File: src/hw/rtl/ptvn_pkg.sv
// Package: shared types and constants of the three-vector normalizer.
`default_nettype none
package ptvn_pkg;
    localparam int FRAC_BITS = 28;
    localparam int NST       = FRAC_BITS + 1;
    localparam int WQ        = FRAC_BITS + 1;
    localparam int WP        = FRAC_BITS + 67;
    localparam int WR        = 2 * FRAC_BITS + 70;
    localparam int Q_DEPTH   = 4;
    localparam int QAW       = $clog2(Q_DEPTH);
    localparam int LAT       = NST + 4;

    typedef struct packed {
        logic signed [31:0] vec_x;
        logic signed [31:0] vec_y;
        logic signed [31:0] vec_z;
        logic               pinned;
        logic               last_in;
    } t_in_req;

    typedef struct packed {
        logic signed [31:0] unit_x;
        logic signed [31:0] unit_y;
        logic signed [31:0] unit_z;
        logic               last_out;
    } t_out_res;

    typedef struct packed {
        logic [2:0][31:0] comp;
        logic [2:0][63:0] msq;
        logic [63:0]      sum;
        logic             pass;
        logic             last;
    } t_job;

    typedef struct packed {
        logic empty;
        logic almost_full;
    } t_q_stat;
endpackage
`default_nettype wire

File: src/hw/rtl/ptvn_queue.sv
// Short queue between the front end and the back end.
`default_nettype none
module ptvn_queue (
    input  wire logic           i_clk,
    input  wire logic           i_rst_n,
    input  wire logic           i_push,
    input  wire ptvn_pkg::t_job i_job,
    input  wire logic           i_pop,
    output ptvn_pkg::t_job      o_job,
    output ptvn_pkg::t_q_stat   o_stat
);
    import ptvn_pkg::*;

    t_job           r_mem [Q_DEPTH];
    logic [QAW-1:0] r_wp;
    logic [QAW-1:0] r_rp;
    logic [QAW:0]   r_cnt;
    logic           w_pop;

    assign w_pop = i_pop && (r_cnt != '0);

    always_ff @(posedge i_clk) begin
        if (!i_rst_n) begin
            r_wp  <= '0;
            r_rp  <= '0;
            r_cnt <= '0;
        end else begin
            if (i_push) r_wp <= r_wp + 1'b1;
            if (w_pop) r_rp <= r_rp + 1'b1;
            r_cnt <= r_cnt + (QAW+1)'(i_push) - (QAW+1)'(w_pop);
        end
        if (i_push) r_mem[r_wp] <= i_job;
    end

    assign o_job              = r_mem[r_rp];
    assign o_stat.empty       = (r_cnt == '0);
    assign o_stat.almost_full = (r_cnt >= (QAW+1)'(Q_DEPTH - 2));
endmodule
`default_nettype wire

File: config.mk
export PLATFORM = sky130hd
export DESIGN_NAME = ptvn_queue
export DESIGN_NICKNAME = d
export VERILOG_FILES = /design/src/hw/rtl/ptvn_pkg.sv /design/src/hw/rtl/ptvn_queue.sv
export SDC_FILE = /design/constraint.sdc
export NUM_CORES = 1
export LEC_CHECK = 0
export BUFFER_PORTS_ARGS = -buffer_cell sky130_fd_sc_hd__buf_4
export CORE_ASPECT_RATIO = 1.75
export CORE_MARGIN = 10
export CORE_UTILIZATION = 40
export DETAILED_ROUTE_END_ITERATION = 10
export PLACE_DENSITY_LB_ADDON = 0.25
export SETUP_SLACK_MARGIN = 0.2
export SLEW_MARGIN = 0
export SYNTH_ARGS = -nofsm -noshare
export SYNTH_HDL_FRONTEND = slang
export SYNTH_SLANG_ARGS = --single-unit
File: constraint.sdc
create_clock -name i_clk -period 11.7 [get_ports i_clk]
set_input_delay 0.585 -clock i_clk [delete_from_list [all_inputs] [get_ports i_clk]]
set_output_delay 0.585 -clock i_clk [all_outputs]
set_load 0.01 [all_outputs]
==> results of run 1 <==
-- where the power goes --
group,leakage (nW),internal (W),switching (W)
Clock,2.04,0.00234,0.00181
Combinational,6.98,0.00130,0.00123
Sequential,13.1,0.00588,0.0000937
-- cell usage in the layout (no fill, tap or decap), types with 6 or more instances in the layout --
cell type	Yosys	routed
diode_2	0	9
clkbuf_1	7	19
clkinv_2	0	25
dfxtp_1	9	7
clkinv_1	0	23
buf_12	0	6
inv_1	7	7
mux4_2	354	354
buf_4	20	732
dlygate4sd3_1	0	329
ha_1	7	7
clkbuf_16	0	130
bufinv_16	0	13
inv_6	0	7
edfxtp_1	1416	1416
-- logic make-up (layout without fill, tap and decap cells) --
kind of cell | count (synthesis) | in the layout | share of synthesized area
AOI/OAI and AO/OA | 3 | 3 | 0.000487
buffers and inverters | 86 | 1302 | 0.00942
other | 0 | 9 | 0
DFF | 1425 | 1425 | 0.830
muxes | 358 | 358 | 0.156
xor gates and xnor gates | 2 | 2 | 0.000341
adders and majority gates | 8 | 8 | 0.00209
and+or+nand+nor | 14 | 14 | 0.00158
-- registers in the layout, summed over array words and instances, names as in the netlist, named ones only --
| name | cells |
|---|---|
| r_cnt | 3 |
| r_mem | 1416 |
| r_rp | 2 |
| r_wp | 2 |
-- path summary, 6_finish.rpt --
kind / end / slack [ns] / cells after the start
worst max register to register: r_mem[3][240] / 8.34 / 4
worst min-delay path: r_mem[3][51] / 0.06 / 1
worst max-delay path: o_job[130] / 6.92 / 4
worst min register to register: flip-flop / 0.47 / 2
-- cells in the mapped netlist --
cell / n
and2_1: 7
buf_1: 23
buf_2: 21
buf_4: 20
buf_6: 8
clkbuf_1: 7
dfxtp_1: 9
edfxtp_1: 1416
fa_1: 1
ha_1: 7
inv_1: 7
mux2i_1: 4
mux4_2: 354
nand2_1: 2
nand2b_1: 2
nor2b_1: 2
nor3_1: 1
o311ai_0: 1
o31a_1: 1
o31ai_1: 1
xor2_1: 2
-- final cells by class --
type	instances	share of cell area
clock buffers	149	0.0503
inverters	7	0.000397
well taps	1672	0.0316
flip-flops and latches	1425	0.646
repair buffers	1067	0.135
clock inverters	79	0.0123
multi-input cells	385	0.125
diodes	9	0.000340
-- routing by layer --
layer | wire, µm | up-vias | part of all wire | track usage
met5 | 119 | - | 0.00099 | 0
met4 | 3810 | 18 | 0.032 | 0.0647
met3 | 11400 | 193 | 0.096 | 0.0619
li1 | - | 10500 | - | -
met2 | 58900 | 984 | 0.49 | 0.262
met1 | 45400 | 12800 | 0.38 | 0.201
-- metrics by stage --
stage	instances	total power (W)	util	instance area (µm²)	worst slack [ns]
after floorplan	1896	0.00749	-	51400	2.38
after global placement	4227	0.00855	0.459	58700	7.47
after detailed placement	4227	0.00858	0.459	58700	7.47
after CTS	4784	0.0129	0.517	66100	6.65
after global routing	4788	0.0132	0.517	66100	6.44
final	4793	0.0127	0.517	66100	6.92
-- worst max-delay path: stages, from the launching register on --
cell	delay, ns
dfxtp_4	0.87
buf_12	0.68
buf_4	0.85
mux4_2	0.61
buf_4	0.17
==> impl_metrics.csv, run 1 <==
group,metric,value,unit
finish,final-seq-area,42700,µm²
sta,period_share,0.408,
worst_setup_path,crit_path_max_fanout,113,
clock_network,clkLatencyLatePin,0.74,ns
finish,multi_input_area,8250,µm²
synthesis,synth_top_cell_by_area,"edfxtp_1",
floorplan,die_h,494,µm
placement,gp_congestion,0.736,
finish,finalNetCount,3382,
finish,area_delta_synth_final,28.6,%
routing,via_per_inst,5.11,
placement,port-buffer-count,713,
synthesis,syn-cell-area,51400,µm²
floorplan,start_util,0.402,
clock_network,cts-root-buf,"clkbuf_16",
min_path,hold_class,"input port to flip-flop",
floorplan,ioPinCount,714,
clock_network,cts_tree,"yes",
finish,drive_gt1_frac,0.413,
worst_setup_path,end_kind,"output pin",
clock_network,cts-buffers-inserted,130,
clock_network,clock-sinks,1425,
clock_network,path_clk_slew,0.06,ns
routing,num_vias,24500,
min_path,min_from,"i_job[51]",
sta,setup_viol,0,
flow_run,maxCapViolations,0,
routing,wl,120,mm
sta,finalClockSkew,0.0143,ns
synthesis,syn_inst,1896,
clock_network,cts_buffer_depth,3,
clock_network,hold_buffers,329,
worst_setup_path,critPathKind,"flip-flop to output pin",
routing,drt.antenna.violating_nets,0,
floorplan,die_area,144000,µm²
routing,drt_pass1_iterations,5,
sta,whs,0.0645,ns
floorplan,fp.dieW,291,µm
worst_setup_path,arrival,4.19,ns
synthesis,yosys_warnings,0,
sta,rsz0062_at_grt,"no",
floorplan,core,128000,µm²
worst_setup_path,start_kind,"flip-flop",
grt,grt_max_degree,172,
power_and_ir_drop,powerDensity,191,nW/µm²
synthesis,yosys-top-cells-area,"edfxtp_1 (83%), mux4_2 (16%), dfxtp_1 (0.35%)",
grt,grt_pass1_vias,27000,
placement,dpl.hpwl,76.6,mm
power_and_ir_drop,peakVddDrop,0.185,mV
sta,final_hold_viol_count,0,
sta,max_clock_freq,209,MHz
routing,drc_errors,0,
grt,grt-ovfl-total,0,
sta,relSlewSlack,0.251,
floorplan,rows,174,
synthesis,synth.avg_cell_area,27.1,µm²
synthesis,synth-seq-cells,1425,
grt,track_usage,0.164,
grt,grt_pass1_wl,178,mm
synthesis,syn-num-nets,2262,
sta,worst_slew_pin_slew,1.12,ns
worst_setup_path,cp.required,11.12,ns
routing,drtIter0Drc,1472,
sta,setup_tns,0,ns
power_and_ir_drop,leakage,22.1,nW
sta,maxSlewViolCount,0,
worst_setup_path,r2r_start,"r_wp[0]",
synthesis,ys_seq_area_frac,0.830,
synthesis,synth_cell_types,21,
clock_network,cts_resized,0,
sta,min_period,4.78,ns
clock_network,post_cts_buffers,0,
synthesis,yosysTopAreaCellShare,0.827,
grt,antenna_found_initial,15,
clock_network,cts-htree-levels,4,
outcome,outcome,"finished clean",
routing,wire_per_inst,25.0,µm
finish,fill_cells,9976,
No activity file was read; power rests on OpenSTA's default activity.
==> run 2, diff against run 1 <==
==> constraint.sdc (replaced) <==
create_clock -name i_clk -period 4.32 [get_ports i_clk]
set_input_delay 0.216 -clock i_clk [delete_from_list [all_inputs] [get_ports i_clk]]
set_output_delay 0.216 -clock i_clk [all_outputs]
set_load 0.01 [all_outputs]
==> run 2 against run 1 <==
  * Global-route usage rose by 0.48 points
  * Sequential power grew to 2.7 times the previous value
  * Flip-flop and latch count did not move
  * Utilization is 0.58 points higher
  * Wire length up 2.2%
  * Die area stayed put
==> impl_metrics.csv, run 2 (synthesis gave the netlist of run 1 again) <==
group,metric,value,unit
outcome,outcome,"finished clean",
finish,stdcell_area,66900,µm²
floorplan,start_util,0.402,
clock_network,cts-htree-levels,4,
min_path,hold_class,"input port to flip-flop",
worst_setup_path,cp_common_cell,"buf_4",
floorplan,fp.dieW,291,µm
clock_network,path_clk_slew,0.06,ns
power_and_ir_drop,powerDensity,514,nW/µm²
worst_setup_path,arrival,2.96,ns
worst_setup_path,cp_top_family,"flip-flops",
sta,worst_slew_pin_slew,1.02,ns
min_path,hold_path_depth,2,
placement,gp_congestion,0.756,
sta,period_share,0.735,
power_and_ir_drop,leakage,22.4,nW
worst_setup_path,critPathKind,"flip-flop to output pin",
floorplan,core,128000,µm²
routing,num_vias,24800,
sta,min_period,3.18,ns
grt,grt_pass1_vias,27200,
worst_setup_path,crit_path_max_fanout,33,
finish,drive_gt1_frac,0.410,
routing,wire_per_inst,25.2,µm
floorplan,die_area,144000,µm²
placement,place_area,59200,µm²
grt,grt_max_degree,74,
grt,grt_pass1_wl,183,mm
clock_network,clock-sinks,1425,
finish,mostFrequentLayoutCells,"edfxtp_1 (1416), buf_4 (729), dlygate4sd3_1 (358)",
routing,drt.antenna.violating_nets,0,
sta,worst_slack,1.14,ns
placement,dpl.hpwl,78.5,mm
placement,dpl_worst_slack,1.81,ns
grt,track_usage,0.169,
clock_network,cts_resized,0,
worst_setup_path,end_kind,"output pin",
worst_setup_path,cp.required,4.10,ns
placement,placed_cells,4248,
clock_network,post_cts_buffers,0,
worst_setup_path,cp.depth,3,
routing,wl,122,mm
flow_run,maxCapViolations,0,
power_and_ir_drop,finalPower,0.0344,W
finish,regMostFlops,"r_mem",
sta,final_hold_viol_count,0,
finish,area_delta_synth_final,30.1,%
routing,drtIter0Drc,1516,
sta,setup_viol,0,
sta,finalClockSkew,0.0216,ns
worst_setup_path,path_cells,"buf_4, mux4_2, buf_4",
worst_setup_path,reg2reg_depth,4,
sta,relSlewSlack,0.317,
clock_network,cts_tree,"yes",
finish,instances_no_fill,4851,
clock_network,clkLatencyLatePin,0.75,ns
finish,largest_register_ffs,1416,
floorplan,ioPinCount,714,
sta,setup_tns,0,ns
clock_network,cts-root-buf,"clkbuf_16",
grt,grt-ovfl-total,0,
routing,via_per_inst,5.11,
worst_setup_path,critPathMaxStageDelay,0.89,ns
worst_setup_path,rrSetupSlack,1.97,ns
sta,maxSlewViolCount,0,
finish,fill_cells,9900,
finish,finalNetCount,3433,
sta,max_clock_freq,315,MHz
placement,port-buffer-count,713,
worst_setup_path,worst-path-buf-inv,2,
worst_setup_path,start_kind,"flip-flop",
power_and_ir_drop,peakVddDrop,0.465,mV
clock_network,cts-buffers-inserted,131,
floorplan,rows,174,
finish,layout_commonest_cell,"edfxtp_1",
routing,drc_errors,0,
floorplan,die_h,494,µm
clock_network,cts_buffer_depth,3,
sta,rsz0062_at_grt,"no",
grt,antenna_found_initial,20,
finish,top_regs,"r_mem: 1416 flops, r_cnt: 3 flops",
routing,drt_pass1_iterations,5,
worst_setup_path,worst_path_max_delay_cell,"dfxtp_4",
[run 2: changes by cell type in the layout (fill, tap and decap cells not counted), moves of 4 or more]
cell / delta
buf_12: +24
clkbuf_1: +8
clkinv_2: -11
clkinvlp_4: +4
diode_2: +4
dlygate4sd3_1: +29
[run 2: cell type report]
type,count,area [µm²],area share
Sequential cell,1425,42700,0.638
Timing Repair Buffer,1117,9660,0.144
Multi-Input combinational cell,385,8250,0.123
Clock buffer,161,3430,0.0513
Tap cell,1672,2090,0.0313
Clock inverter,71,693,0.0104
Antenna cell,13,32.5,0.000486
Inverter,7,26.3,0.000393
[run 2: per-stage QoR]
step,util,hold slack [ns]
after floorplan,-,0.315
after global placement,0.462,0.413
after detailed placement,0.462,0.419
after CTS,0.522,0.125
after global routing,0.522,0.170
final,0.523,0.207
[run 2: worst paths after layout]
kind                  start       endpoint
setup / recovery  flip-flop     o_job[147]
hold / removal    i_job[73]   r_mem[1][73]
setup reg to reg    r_wp[1]  r_mem[1][207]
hold reg to reg     r_rp[1]      flip-flop
[run 2: worst reg2reg max path, cell delays in order, from the launching register on]
cell and delay, ns:
dfxtp_1 0.35, inv_1 0.10, ha_1 0.14, and2_4 0.81
buf_12 0.44
[run 2: power breakdown]
part | switching (W) | total (W) | internal (W)
Sequential | 0.000261 | 0.0162 | 0.0159
Combinational | 0.00338 | 0.00702 | 0.00364
Clock | 0.00491 | 0.0112 | 0.00629
[run 2: metal layers]
metal	part of all wire	up-vias	global-route usage
met5	0.0011	-	0
met4	0.021	22	0.0496
met3	0.095	176	0.0624
met2	0.49	964	0.273
met1	0.39	13000	0.212
li1	-	10600	-
[run 2: what timing repair did]
action | in CTS | in global routing
setup endpoints to repair | 0 | 0
hold endpoints to repair | 1425 | 0
hold buffers | 358 | 0
